==> config.mk <==
export PLATFORM = sky130hd
export DESIGN_NAME = differential_thrust_joystick_mixer
export DESIGN_NICKNAME = d
export VERILOG_FILES = /design/src/rtl/dtjm_pkg.sv /design/src/rtl/dtjm_direct.sv /design/src/rtl/dtjm_cruise.sv /design/src/rtl/dtjm_div127.sv /design/src/rtl/differential_thrust_joystick_mixer.sv
export SDC_FILE = /design/constraint.sdc
export NUM_CORES = 2
export LEC_CHECK = 0
export ABC_AREA = 1
export BUFFER_PORTS_ARGS = -buffer_cell sky130_fd_sc_hd__buf_2
export CORE_MARGIN = 5
export CORE_UTILIZATION = 45
export DETAILED_ROUTE_END_ITERATION = 8
export GPL_TIMING_DRIVEN = 0
export PLACE_DENSITY = 0.59
export SLEW_MARGIN = 15
export SYNTH_ARGS = -nofsm -noshare
export SYNTH_HDL_FRONTEND = slang
export SYNTH_SLANG_ARGS = --single-unit
==> constraint.sdc <==
create_clock -name clk -period 7.78 [get_ports clk]
set_clock_uncertainty 0.2 [all_clocks]
set_input_delay 0.778 -clock clk [delete_from_list [all_inputs] [get_ports clk]]
set_output_delay 0.778 -clock clk [all_outputs]
set_load 0.05 [all_outputs]
==> src/rtl/dtjm_pkg.sv <==
package dtjm_pkg;

  localparam int AXIS_W   = 8;
  localparam int SCALE_W  = 16;
  localparam int THRUST_W = 16;

  // axis * scale * 4, signed
  localparam int PROD_W = 27;
  // cruise mix product: speed (16b) * (127 +/- 2*heading) (10b)
  localparam int MIX_W  = 26;
  localparam int FAC_W  = 10;
  // quotient magnitude below the clamp point needs 21 dividend bits
  localparam int MAG_W  = 21;
  localparam int QUO_W  = 15;

  localparam int THRUST_ONE = 16384;
  localparam int SPEED_STEP = 819;
  localparam int AXIS_FULL  = 127;
  // smallest dividend magnitude whose quotient exceeds THRUST_ONE
  localparam int SAT_LIMIT  = AXIS_FULL * (THRUST_ONE + 1);

  localparam logic [SCALE_W-1:0] SCALE_RESET = 16'd4096;

  localparam logic CMD_REPORT = 1'b0;
  localparam logic CMD_HALT   = 1'b1;

  typedef struct packed {
    logic                     halt;
    logic signed [AXIS_W-1:0] heading;
    logic                     accelerate;
    logic                     decelerate;
    logic                     stop_button;
  } ctl_t;

endpackage

==> src/rtl/dtjm_direct.sv <==
module dtjm_direct (
  input  logic                                   clk,
  input  logic                                   rst,
  input  logic                                   adv,
  input  logic                                   valid_in,
  input  logic [dtjm_pkg::SCALE_W-1:0]           scale,
  input  logic signed [dtjm_pkg::AXIS_W-1:0]     port_axis,
  input  logic signed [dtjm_pkg::AXIS_W-1:0]     starboard_axis,
  input  dtjm_pkg::ctl_t                         ctl_in,
  output logic                                   valid_out,
  output logic signed [dtjm_pkg::PROD_W-1:0]     port_prod,
  output logic signed [dtjm_pkg::PROD_W-1:0]     stbd_prod,
  output dtjm_pkg::ctl_t                         ctl_out
);

  logic signed [dtjm_pkg::PROD_W-3:0] port_mul;
  logic signed [dtjm_pkg::PROD_W-3:0] stbd_mul;

  assign port_mul = port_axis * $signed({1'b0, scale});
  assign stbd_mul = starboard_axis * $signed({1'b0, scale});

  always_ff @(posedge clk) begin
    if (rst) begin
      valid_out <= 1'b0;
    end else if (adv) begin
      valid_out <= valid_in;
    end
  end

  // Q4.12 gain to Q1.14 thrust: extra factor of four
  always_ff @(posedge clk) begin
    if (adv) begin
      port_prod <= {port_mul, 2'b00};
      stbd_prod <= {stbd_mul, 2'b00};
      ctl_out   <= ctl_in;
    end
  end

endmodule

==> src/rtl/dtjm_cruise.sv <==
module dtjm_cruise (
  input  logic                               clk,
  input  logic                               rst,
  input  logic                               adv,
  input  logic                               valid_in,
  input  logic signed [dtjm_pkg::PROD_W-1:0] port_prod,
  input  logic signed [dtjm_pkg::PROD_W-1:0] stbd_prod,
  input  dtjm_pkg::ctl_t                     ctl,
  output logic                               valid_out,
  output logic signed [dtjm_pkg::PROD_W-1:0] port_div,
  output logic signed [dtjm_pkg::PROD_W-1:0] stbd_div,
  output logic                               cruise_out
);

  logic signed [dtjm_pkg::THRUST_W-1:0] speed;
  logic signed [dtjm_pkg::THRUST_W-1:0] speed_next;
  logic signed [dtjm_pkg::THRUST_W:0]   s_step;
  logic signed [dtjm_pkg::THRUST_W-1:0] s_clamp;
  logic signed [dtjm_pkg::THRUST_W-1:0] s_mix;
  logic signed [dtjm_pkg::FAC_W-1:0]    h_ext;
  logic signed [dtjm_pkg::FAC_W-1:0]    fac_p;
  logic signed [dtjm_pkg::FAC_W-1:0]    fac_s;
  logic signed [dtjm_pkg::MIX_W-1:0]    mix_p;
  logic signed [dtjm_pkg::MIX_W-1:0]    mix_s;
  logic                                 port_zero;
  logic                                 stbd_zero;
  logic                                 cruise;

  // |prod| / 127 truncates to zero exactly when |prod| < 127
  assign port_zero = (port_prod > -(dtjm_pkg::PROD_W)'(dtjm_pkg::AXIS_FULL)) &&
                     (port_prod <  (dtjm_pkg::PROD_W)'(dtjm_pkg::AXIS_FULL));
  assign stbd_zero = (stbd_prod > -(dtjm_pkg::PROD_W)'(dtjm_pkg::AXIS_FULL)) &&
                     (stbd_prod <  (dtjm_pkg::PROD_W)'(dtjm_pkg::AXIS_FULL));
  assign cruise    = !ctl.halt && port_zero && stbd_zero;

  always_comb begin
    priority if (ctl.decelerate) begin
      s_step = {speed[dtjm_pkg::THRUST_W-1], speed} -
               (dtjm_pkg::THRUST_W+1)'(dtjm_pkg::SPEED_STEP);
    end else if (ctl.accelerate) begin
      s_step = {speed[dtjm_pkg::THRUST_W-1], speed} +
               (dtjm_pkg::THRUST_W+1)'(dtjm_pkg::SPEED_STEP);
    end else begin
      s_step = {speed[dtjm_pkg::THRUST_W-1], speed};
    end
    priority if (s_step > (dtjm_pkg::THRUST_W+1)'(dtjm_pkg::THRUST_ONE)) begin
      s_clamp = (dtjm_pkg::THRUST_W)'(dtjm_pkg::THRUST_ONE);
    end else if (s_step < -(dtjm_pkg::THRUST_W+1)'(dtjm_pkg::THRUST_ONE)) begin
      s_clamp = -(dtjm_pkg::THRUST_W)'(dtjm_pkg::THRUST_ONE);
    end else begin
      s_clamp = s_step[dtjm_pkg::THRUST_W-1:0];
    end
  end

  // stop forces both the stored speed and the mix to zero
  assign s_mix = ctl.stop_button ? '0 : s_clamp;

  assign h_ext = {{(dtjm_pkg::FAC_W-dtjm_pkg::AXIS_W){ctl.heading[dtjm_pkg::AXIS_W-1]}},
                  ctl.heading};
  assign fac_p = (dtjm_pkg::FAC_W)'(dtjm_pkg::AXIS_FULL) + (h_ext <<< 1);
  assign fac_s = (dtjm_pkg::FAC_W)'(dtjm_pkg::AXIS_FULL) - (h_ext <<< 1);
  assign mix_p = s_mix * fac_p;
  assign mix_s = s_mix * fac_s;

  assign speed_next = cruise ? s_mix : '0;

  always_ff @(posedge clk) begin
    if (rst) begin
      speed     <= '0;
      valid_out <= 1'b0;
    end else if (adv) begin
      valid_out <= valid_in;
      if (valid_in) begin
        speed <= speed_next;
      end
    end
  end

  always_ff @(posedge clk) begin
    if (adv) begin
      cruise_out <= cruise;
      if (ctl.halt) begin
        port_div <= '0;
        stbd_div <= '0;
      end else if (cruise) begin
        port_div <= {{(dtjm_pkg::PROD_W-dtjm_pkg::MIX_W){mix_p[dtjm_pkg::MIX_W-1]}}, mix_p};
        stbd_div <= {{(dtjm_pkg::PROD_W-dtjm_pkg::MIX_W){mix_s[dtjm_pkg::MIX_W-1]}}, mix_s};
      end else begin
        port_div <= port_prod;
        stbd_div <= stbd_prod;
      end
    end
  end

  a_speed_range: assert property (@(posedge clk) disable iff (rst)
    (speed <= (dtjm_pkg::THRUST_W)'(dtjm_pkg::THRUST_ONE)) &&
    (speed >= -(dtjm_pkg::THRUST_W)'(dtjm_pkg::THRUST_ONE)))
    else $error("cruise speed out of range");

  a_halt_clears: assert property (@(posedge clk) disable iff (rst)
    (adv && valid_in && ctl.halt) |=> (speed == '0) && !cruise_out)
    else $error("halt did not clear speed");

  a_stop_clears: assert property (@(posedge clk) disable iff (rst)
    (adv && valid_in && cruise && ctl.stop_button) |=>
    (speed == '0) && (port_div == '0) && (stbd_div == '0))
    else $error("stop did not zero cruise");

endmodule

==> src/rtl/dtjm_div127.sv <==
module dtjm_div127 (
  input  logic                                 clk,
  input  logic                                 adv,
  input  logic signed [dtjm_pkg::PROD_W-1:0]   dividend,
  output logic signed [dtjm_pkg::THRUST_W-1:0] quotient
);

  logic                             neg;
  logic [dtjm_pkg::PROD_W-1:0]      mag;
  logic                             sat;
  logic [dtjm_pkg::QUO_W-1:0]       q0;
  logic                             a_neg;
  logic                             a_sat;
  logic [dtjm_pkg::MAG_W-1:0]       a_mlo;
  logic [dtjm_pkg::QUO_W-1:0]       a_q0;
  logic [dtjm_pkg::MAG_W:0]         q0_x127;
  logic [dtjm_pkg::MAG_W:0]         rem;
  logic [1:0]                       inc;
  logic [dtjm_pkg::QUO_W-1:0]       q;
  logic [dtjm_pkg::QUO_W-1:0]       mag_q;
  logic signed [dtjm_pkg::THRUST_W-1:0] res;

  assign neg = dividend[dtjm_pkg::PROD_W-1];
  assign mag = neg ? $unsigned(-dividend) : $unsigned(dividend);
  assign sat = mag >= (dtjm_pkg::PROD_W)'(dtjm_pkg::SAT_LIMIT);
  // 1/127 = 1/128 + 1/128^2 + ...; estimate falls short by at most three
  assign q0  = (dtjm_pkg::QUO_W)'(mag[dtjm_pkg::MAG_W-1:7]) +
               (dtjm_pkg::QUO_W)'(mag[dtjm_pkg::MAG_W-1:14]);

  always_ff @(posedge clk) begin
    if (adv) begin
      a_neg <= neg;
      a_sat <= sat;
      a_mlo <= mag[dtjm_pkg::MAG_W-1:0];
      a_q0  <= q0;
    end
  end

  assign q0_x127 = {a_q0, 7'b0} - (dtjm_pkg::MAG_W+1)'(a_q0);
  assign rem     = {1'b0, a_mlo} - q0_x127;
  assign inc     = 2'(rem >= (dtjm_pkg::MAG_W+1)'(dtjm_pkg::AXIS_FULL)) +
                   2'(rem >= (dtjm_pkg::MAG_W+1)'(2 * dtjm_pkg::AXIS_FULL)) +
                   2'(rem >= (dtjm_pkg::MAG_W+1)'(3 * dtjm_pkg::AXIS_FULL));
  assign q       = a_q0 + (dtjm_pkg::QUO_W)'(inc);
  assign mag_q   = a_sat ? (dtjm_pkg::QUO_W)'(dtjm_pkg::THRUST_ONE) : q;
  assign res     = a_neg ? -$signed({1'b0, mag_q}) : $signed({1'b0, mag_q});

  always_ff @(posedge clk) begin
    if (adv) begin
      quotient <= res;
    end
  end

endmodule

==> src/rtl/differential_thrust_joystick_mixer.sv <==
// Channel   Dir  tdata (low bit up)                              tuser
// s_*       in   port_axis, starboard_axis, heading_axis,        cmd
//                accelerate, decelerate, stop_button, pad to 32
// m_*       out  port_thrust, starboard_thrust                   cruise_mode
// cfg_*     in   thrust_scale, taken on any edge with cfg_wr_en  -
//
// One transaction per cycle while the output is not stalled; a result passes
// through the input register, gain multiply, speed update and mix multiply,
// and two divide-by-127 stages. The cruise speed register closes its loop
// within one stage, so items follow each other without gaps.
// A stalled output (m_tvalid high, m_tready low) holds every stage.
// Reset clears the stage valids and the cruise speed and loads a scale of 1.0.
module differential_thrust_joystick_mixer (
  input  logic        clk,
  input  logic        rst,
  input  logic        s_tvalid,
  output logic        s_tready,
  input  logic [31:0] s_tdata,   // port_axis, starboard_axis, heading_axis,
                                 // accelerate, decelerate, stop_button
  input  logic        s_tuser,   // cmd
  output logic        m_tvalid,
  input  logic        m_tready,
  output logic [31:0] m_tdata,   // port_thrust, starboard_thrust
  output logic        m_tuser,   // cruise_mode
  input  logic        cfg_wr_en,
  input  logic [15:0] cfg_wr_data
);

  logic                                   adv;
  logic [dtjm_pkg::SCALE_W-1:0]           scale;
  logic                                   v0;
  logic signed [dtjm_pkg::AXIS_W-1:0]     in_port;
  logic signed [dtjm_pkg::AXIS_W-1:0]     in_stbd;
  dtjm_pkg::ctl_t                         in_ctl;
  logic                                   v1;
  logic signed [dtjm_pkg::PROD_W-1:0]     port_prod;
  logic signed [dtjm_pkg::PROD_W-1:0]     stbd_prod;
  dtjm_pkg::ctl_t                         ctl1;
  logic                                   v2;
  logic signed [dtjm_pkg::PROD_W-1:0]     port_div;
  logic signed [dtjm_pkg::PROD_W-1:0]     stbd_div;
  logic                                   cruise2;
  logic                                   v3;
  logic                                   cruise3;
  logic signed [dtjm_pkg::THRUST_W-1:0]   port_q;
  logic signed [dtjm_pkg::THRUST_W-1:0]   stbd_q;

  assign adv      = !m_tvalid || m_tready;
  assign s_tready = adv;

  always_ff @(posedge clk) begin
    if (rst) begin
      scale <= dtjm_pkg::SCALE_RESET;
    end else if (cfg_wr_en) begin
      scale <= cfg_wr_data;
    end
  end

  always_ff @(posedge clk) begin
    if (rst) begin
      v0       <= 1'b0;
      v3       <= 1'b0;
      m_tvalid <= 1'b0;
    end else if (adv) begin
      v0       <= s_tvalid;
      v3       <= v2;
      m_tvalid <= v3;
    end
  end

  always_ff @(posedge clk) begin
    if (adv) begin
      in_port            <= s_tdata[7:0];
      in_stbd            <= s_tdata[15:8];
      in_ctl.heading     <= s_tdata[23:16];
      in_ctl.accelerate  <= s_tdata[24];
      in_ctl.decelerate  <= s_tdata[25];
      in_ctl.stop_button <= s_tdata[26];
      in_ctl.halt        <= (s_tuser == dtjm_pkg::CMD_HALT);
      cruise3            <= cruise2;
      m_tuser            <= cruise3;
    end
  end

  dtjm_direct u_direct (
    .clk            (clk),
    .rst            (rst),
    .adv            (adv),
    .valid_in       (v0),
    .scale          (scale),
    .port_axis      (in_port),
    .starboard_axis (in_stbd),
    .ctl_in         (in_ctl),
    .valid_out      (v1),
    .port_prod      (port_prod),
    .stbd_prod      (stbd_prod),
    .ctl_out        (ctl1)
  );

  dtjm_cruise u_cruise (
    .clk        (clk),
    .rst        (rst),
    .adv        (adv),
    .valid_in   (v1),
    .port_prod  (port_prod),
    .stbd_prod  (stbd_prod),
    .ctl        (ctl1),
    .valid_out  (v2),
    .port_div   (port_div),
    .stbd_div   (stbd_div),
    .cruise_out (cruise2)
  );

  dtjm_div127 u_div_port (
    .clk      (clk),
    .adv      (adv),
    .dividend (port_div),
    .quotient (port_q)
  );

  dtjm_div127 u_div_stbd (
    .clk      (clk),
    .adv      (adv),
    .dividend (stbd_div),
    .quotient (stbd_q)
  );

  assign m_tdata = {stbd_q, port_q};

  a_thrust_range: assert property (@(posedge clk) disable iff (rst)
    m_tvalid |->
    (port_q <= (dtjm_pkg::THRUST_W)'(dtjm_pkg::THRUST_ONE)) &&
    (port_q >= -(dtjm_pkg::THRUST_W)'(dtjm_pkg::THRUST_ONE)) &&
    (stbd_q <= (dtjm_pkg::THRUST_W)'(dtjm_pkg::THRUST_ONE)) &&
    (stbd_q >= -(dtjm_pkg::THRUST_W)'(dtjm_pkg::THRUST_ONE)))
    else $error("thrust out of range");

  a_stall_holds: assert property (@(posedge clk) disable iff (rst)
    (m_tvalid && !m_tready) |=> $stable({v0, v1, v2, v3}))
    else $error("pipeline moved during stall");

endmodule
Yosys cells after proc, flatten, opt, wreduce, memory -nomap -nowiden
Index checks and enable logic that the tools add are counted.

Logic and storage cells: 102. Bits of input ports: 54. Output and inout port bits: 35. Register bits: 292.

Multiplexer cells: 14. Reduce and logical (&&, ||, !) cells: 9. Bitwise operators: 1. $mul: 4. $add $sub $neg: 20. Magnitude comparators: 14.

Operators with widths (number): 27-bit two-way mux (4); 16-bit two-way mux (4); 15-bit two-way mux (4); 27-bit by 21-bit greater-or-equal comparator with 1-bit output, second input constant (2); 27-bit by 8-bit greater-than comparator with 1-bit output, second input constant (2); 27-bit by 8-bit < comparator with 1-bit output, second input constant (2); 27-bit negation (2); 16-bit by 10-bit multiplier with 26-bit output (2); 8-bit by 17-bit multiplier with 25-bit output (2); 22-bit by 7-bit greater-or-equal comparator with 1-bit output, second input constant (2); 22-bit by 8-bit greater-or-equal comparator with 1-bit output, second input constant (2); 22-bit by 9-bit greater-or-equal comparator with 1-bit output, second input constant (2); 21-bit by 22-bit subtractor with 22-bit output (2); 22-bit by 15-bit subtractor with 22-bit output (2); 17-bit two-way mux (2); 15-bit negation with 16-bit output (2); 14-bit by 7-bit adder with 15-bit output (2); 15-bit by 2-bit adder with 15-bit output (2); 16-bit by 11-bit adder with 17-bit output, second input constant (1); 17-bit by 16-bit greater-than comparator with 1-bit output, second input constant (1); 17-bit by 15-bit < comparator with 1-bit output, second input constant (1); 16-bit by 11-bit subtractor with 17-bit output, second input constant (1); 8-bit by 9-bit adder with 10-bit output, first input constant (1); 8-bit by 9-bit subtractor with 10-bit output, first input constant (1); other kinds (8) (14).

Logic depth before layout (Yosys ltp)
Depth in word-level cells: 9. Mapped depth: 44. Gate-level depth less buffers: 42.

Hierarchy
A second synthesis with hierarchy kept.

Cells, all modules: 5556. Area, all modules: 41504.8 µm².

By module, submodules not included: dtjm_cruise (area an instance 16125.5 µm², sequential area each 1991.9 µm², cells an instance 2046, instances 1); dtjm_direct (area an instance 11727.5 µm², sequential area each 1881.8 µm², cells an instance 1592, instances 1); dtjm_div127 (u_div_stbd) (area an instance 6094.6 µm², sequential area each 1621.6 µm², cells an instance 910, instances 1); dtjm_div127 (u_div_port) (area an instance 5984.5 µm², sequential area each 1621.6 µm², cells an instance 891, instances 1); differential_thrust_joystick_mixer (area an instance 1572.8 µm², sequential area each 1281.2 µm², cells an instance 117, instances 1).

Worst setup path after synthesis
No wires, ideal clock.

Kind: input to register. Start: input m_tready. End: register u_cruise.speed[10] in the netlist's numbering. Data required time: 7.510 ns. Setup time: 0.070 ns. Path buffers: 1. Data arrival time: 8.374 ns. Stages: 7. Setup slack: -0.865 ns. Cell sequence: nor2_1 -> inv_1 -> nand2_1 -> nor2_1 -> clkbuf_1 -> nand3_1 -> a21oi_1.

Longest elaborated chain between the ends: 2.

RTL lines: start, declared (RTL line differential_thrust_joystick_mixer.sv:22) `input logic m_tready,`; 1-bit logical OR (RTL line differential_thrust_joystick_mixer.sv:48) `assign adv = !m_tvalid || m_tready;`; via s_tready (RTL line differential_thrust_joystick_mixer.sv:17) `output logic s_tready,`; 2-bit AND reduction (no source line); end signal, assigned (RTL line dtjm_cruise.sv:74) `speed <= speed_next;`; end, declared (RTL line dtjm_cruise.sv:15) `logic signed [dtjm_pkg::THRUST_W-1:0] speed;`.

The timed path passes the listed nets, and every way through them passes these cells. A chain may end at the register's enable or synchronous reset.

Worst setup path after layout
Start: register u_direct.ctl_out[3] in the netlist's numbering. End: register u_cruise.port_div[23] in the netlist's numbering, data pin.

Longest elaborated chain between the ends: 3.

RTL lines: start, declared (RTL line dtjm_direct.sv:13) `output dtjm_pkg::ctl_t ctl_out`; start signal, assigned (RTL line dtjm_direct.sv:35) `ctl_out <= ctl_in;`; 8-bit by 9-bit adder with 10-bit output (RTL line dtjm_cruise.sv:60) `assign fac_p = (dtjm_pkg::FAC_W)'(dtjm_pkg::AXIS_FULL) + (h_ext <<< 1);`; 16-bit by 10-bit multiplier with 26-bit output (RTL line dtjm_cruise.sv:62) `assign mix_p = s_mix * fac_p;`; 27-bit two-way mux (RTL line dtjm_cruise.sv:85) `end else if (cruise) begin`; end signal, assigned (RTL line dtjm_cruise.sv:86) `port_div <= {{(dtjm_pkg::PROD_W-dtjm_pkg::MIX_W){mix_p[dtjm_pkg::MIX_W-1]}}, mix_p};`; end signal, assigned (RTL line dtjm_cruise.sv:89) `port_div <= port_prod;`; end, declared (RTL line dtjm_cruise.sv:10) `output logic signed [dtjm_pkg::PROD_W-1:0] port_div,`.

Every way passes these cells.

==> flow_metrics.env <==
export IMPL_outcome="finished, final reports clean"
export IMPL_start_kind="flop"
export IMPL_p_total_w=0.01453
export IMPL_period_share_pct=97.99
export IMPL_antenna_found_initial=1
export IMPL_top_layer="met4"
export IMPL_syn_nets=5635
export IMPL_initial_core_util_pct=45.14
export IMPL_io_pins=89
export IMPL_final_cells=6095
export IMPL_syn_mean_instance_area_sq_um=8.014
export IMPL_core_sq_um=84880
export IMPL_postCtsHoldBufs=0
export IMPL_ant_nets=0
export IMPL_syn_inst=4781
export IMPL_cap_violations=0
export IMPL_drt_iter0_drc=2008
export IMPL_cp_end_kind="flop"
export IMPL_path_max_fanout=10
export IMPL_die_h_um=301.8
export IMPL_min_path_type="in -> reg"
export IMPL_gp_congestion=0.8946
export IMPL_nets=5776
export IMPL_ys_async_sr_fraction_pct=0
export IMPL_yosys_warnings=0
export IMPL_layout_drive_gt1_share_pct=7.049
export IMPL_io_buffers=82
export IMPL_synth_flop_cell="edfxtp_1"
export IMPL_grt_first_pass_wirelength_um=160500
export IMPL_final_setup_viol_count=0
export IMPL_synth_edf_count=252
export IMPL_dp_cells=6014
export IMPL_cts_clk_slew_worst_paths_ps=60
export IMPL_wl_met3_um=5784
export IMPL_numCtsBuffers=39
export IMPL_insertion_delay_ps=580
export IMPL_synth_area_sq_um=38320
export IMPL_tightest_slew_ps=947.9
export IMPL_fp_dieW_um=301.8
export IMPL_grt_pass1_vias=30160
export IMPL_core_rowCount=107
export IMPL_slew_limit_headroom_pct=36.35
export IMPL_diodes=0
export IMPL_first_pass_iters=5
export IMPL_route_met2_wl_um=46240
export IMPL_via_count=30660
export IMPL_ir_worst_vdd_uv=236.6
export IMPL_final_area_sq_um=42320
export IMPL_critical_path_arrival_ps=7720
export IMPL_cp_required_ps=7880
export IMPL_min_period_ps=7624
export IMPL_ys_ff_latch=289
export IMPL_power_density_nw_per_um2=343.2
export IMPL_synthToLayoutAreaGrowth_pct=10.46
export IMPL_cts_max_level=2
export IMPL_gr_usage_all_layers_pct=22.21
export IMPL_rsz0062_at_grt="true"
export IMPL_wl_um=100600
export IMPL_slew_violations=0
export IMPL_netlist_cell_type_count=50
export IMPL_cts_tree="built"
export IMPL_place_area_sq_um=40310
export IMPL_ys_seq_area_share_pct=21.68
export IMPL_die_area_sq_um=91080
export IMPL_route_detailed_drc=0
export IMPL_overflow=0
export IMPL_clock_root_buffer="clkbuf_16"
export IMPL_vias_per_cell=5.030
export IMPL_max_freq_mhz=131.2
export IMPL_worstSetupPathType="reg -> reg"
export IMPL_grt_max_degree=39
export IMPL_n_fill_cell=8390
export IMPL_leakagePower_nw=22.37
export IMPL_final_common_cell="inv_1"
export IMPL_cts_buffer_depth=3
export IMPL_dp_hpwl_um=84070
export IMPL_hold_violations=0
export IMPL_clock_sinks=289
export IMPL_mostFrequentLayoutCells="1127 x inv_1, 946 x nand2_1, 465 x fa_1"
export IMPL_m1WireLength_um=45050
export IMPL_wl_per_cell_um=16.50
==> timing repair <==
action / in CTS / in global routing
setup endpoints to repair: 25 / 31
gates cloned: 1 / 0
pin swaps: 5 / 20
buffers inserted: 5 / 7
resized for setup: 52 / 135
==> cells by family (layout without fill, tap and decap cells) <==
kind of cell | Yosys count | after routing | share of synthesized area (%)
buf+inv | 1272 | 1441 | 12.70
simple gates | 1760 | 1761 | 19.22
fa+ha+maj | 800 | 800 | 35.33
compound gates | 459 | 459 | 6.433
xor+xnor | 201 | 201 | 4.634
flops | 289 | 289 | 21.68
==> cell usage after synthesis (9+ instances only) <==
| library cell | count | area [sq um] |
|---|---|---|
| xnor2_1 | 70 | 613.1 |
| nor3_1 | 52 | 260.3 |
| nand3b_1 | 17 | 127.6 |
| a21o_1 | 9 | 67.56 |
| xor2_1 | 129 | 1130 |
| o21bai_1 | 12 | 90.09 |
| a21oi_1 | 212 | 1061 |
| o21ai_0 | 176 | 880.8 |
| nor4_1 | 27 | 168.9 |
| inv_1 | 1131 | 4245 |
| ha_1 | 330 | 4129 |
| buf_4 | 11 | 82.58 |
| a211oi_1 | 9 | 67.56 |
| nand2_1 | 962 | 3611 |
| edfxtp_1 | 252 | 7567 |
| clkbuf_1 | 93 | 349.1 |
| dfxtp_1 | 37 | 740.7 |
| fa_1 | 470 | 9409 |
| inv_2 | 16 | 60.06 |
| nand4_1 | 63 | 394.1 |
| nand3_1 | 205 | 1026 |
| nor2_1 | 393 | 1475 |
==> area by class of cell <==
cell class	instances	area [sq um]	share of cell area, %
buffer	114	574.3	1.357
timing repair buffer	101	648.1	1.531
clock inverter	29	261.5	0.6179
tap	1144	1431	3.382
inverter	1156	4383	10.36
multi-input combinational	3221	25720	60.77
clock buffer	41	993.5	2.347
sequential	289	8310	19.64
==> final timing paths <==
kind / slack [ps] / from / cells past startpoint / to
max reg2reg: 160 / u_direct.ctl_out[3]$_DFFE_PN_ / 24 / u_cruise.port_div[23]$_SDFFCE_PP0N_
max: 160 / u_direct.ctl_out[3]$_DFFE_PN_ / 24 / u_cruise.port_div[23]$_SDFFCE_PP0N_
min reg2reg: 210 / in_ctl[9]$_DFFE_PN_ / 0 / u_direct.ctl_out[9]$_DFFE_PN_
min: 170 / s_tuser / 1 / in_ctl[11]$_DFFE_PN_
==> routing by layer <==
layer	vias up	track usage (%)
met5	-	0
met1	14670	30.74
met2	801	36.39
li1	15040	-
met4	0	7.167
met3	151	3.022
==> critical path: stages, from the launching register on <==
cell and delay (ps):
edfxtp_1 570, inv_2 220, clkbuf_4 260, ha_1 210
nand2_1 70, nor2_2 270, nand3_2 200, xor2_4 350
clkbuf_1 410, nor2_1 120, fa_1 500, fa_1 530
fa_1 540, fa_1 540, inv_1 60, fa_1 560
inv_1 50, ha_1 350, a21oi_1 230, o21ai_1 140
a21oi_1 210, nand3_2 150, a31o_2 240, o21ai_2 250
nand2_1 110
==> through the flow <==
| step | setup WS, ps | TNS, ps | hold WS (ps) | utilization, % |
|---|---|---|---|---|
| global placement | -1216 | -34390 | 200.6 | 47.32 |
| floorplan | 964.3 | 0 | 200.3 | - |
| global route | -102.8 | -228.9 | 142.8 | 49.86 |
| finish | 156.4 | 0 | 172.4 | 49.86 |
| CTS | 20.57 | 0 | 123.5 | 49.23 |
| detailed placement | -789.3 | -9985 | 205.2 | 47.49 |
==> state kept, by name, summed over array words and instances (netlist names), 12 cells and up <==
register             flops
in_ctl                  12
scale                   16
u_cruise.port_div       25
u_cruise.speed          16
u_cruise.stbd_div       27
u_direct.ctl_out        12
u_direct.port_prod      25
u_direct.stbd_prod      25
u_div_port.a_mlo        20
u_div_port.a_q0         15
u_div_port.quotient     16
u_div_stbd.a_mlo        21
u_div_stbd.a_q0         15
u_div_stbd.quotient     16
==> report_power, final <==
group / internal, W / switching (W)
combinational: 0.00357 / 0.00655
clock: 0.00101 / 0.000736
sequential: 0.00231 / 0.000358
total: 0.00688 / 0.00764
No activity file was read; power rests on OpenSTA's default activity.
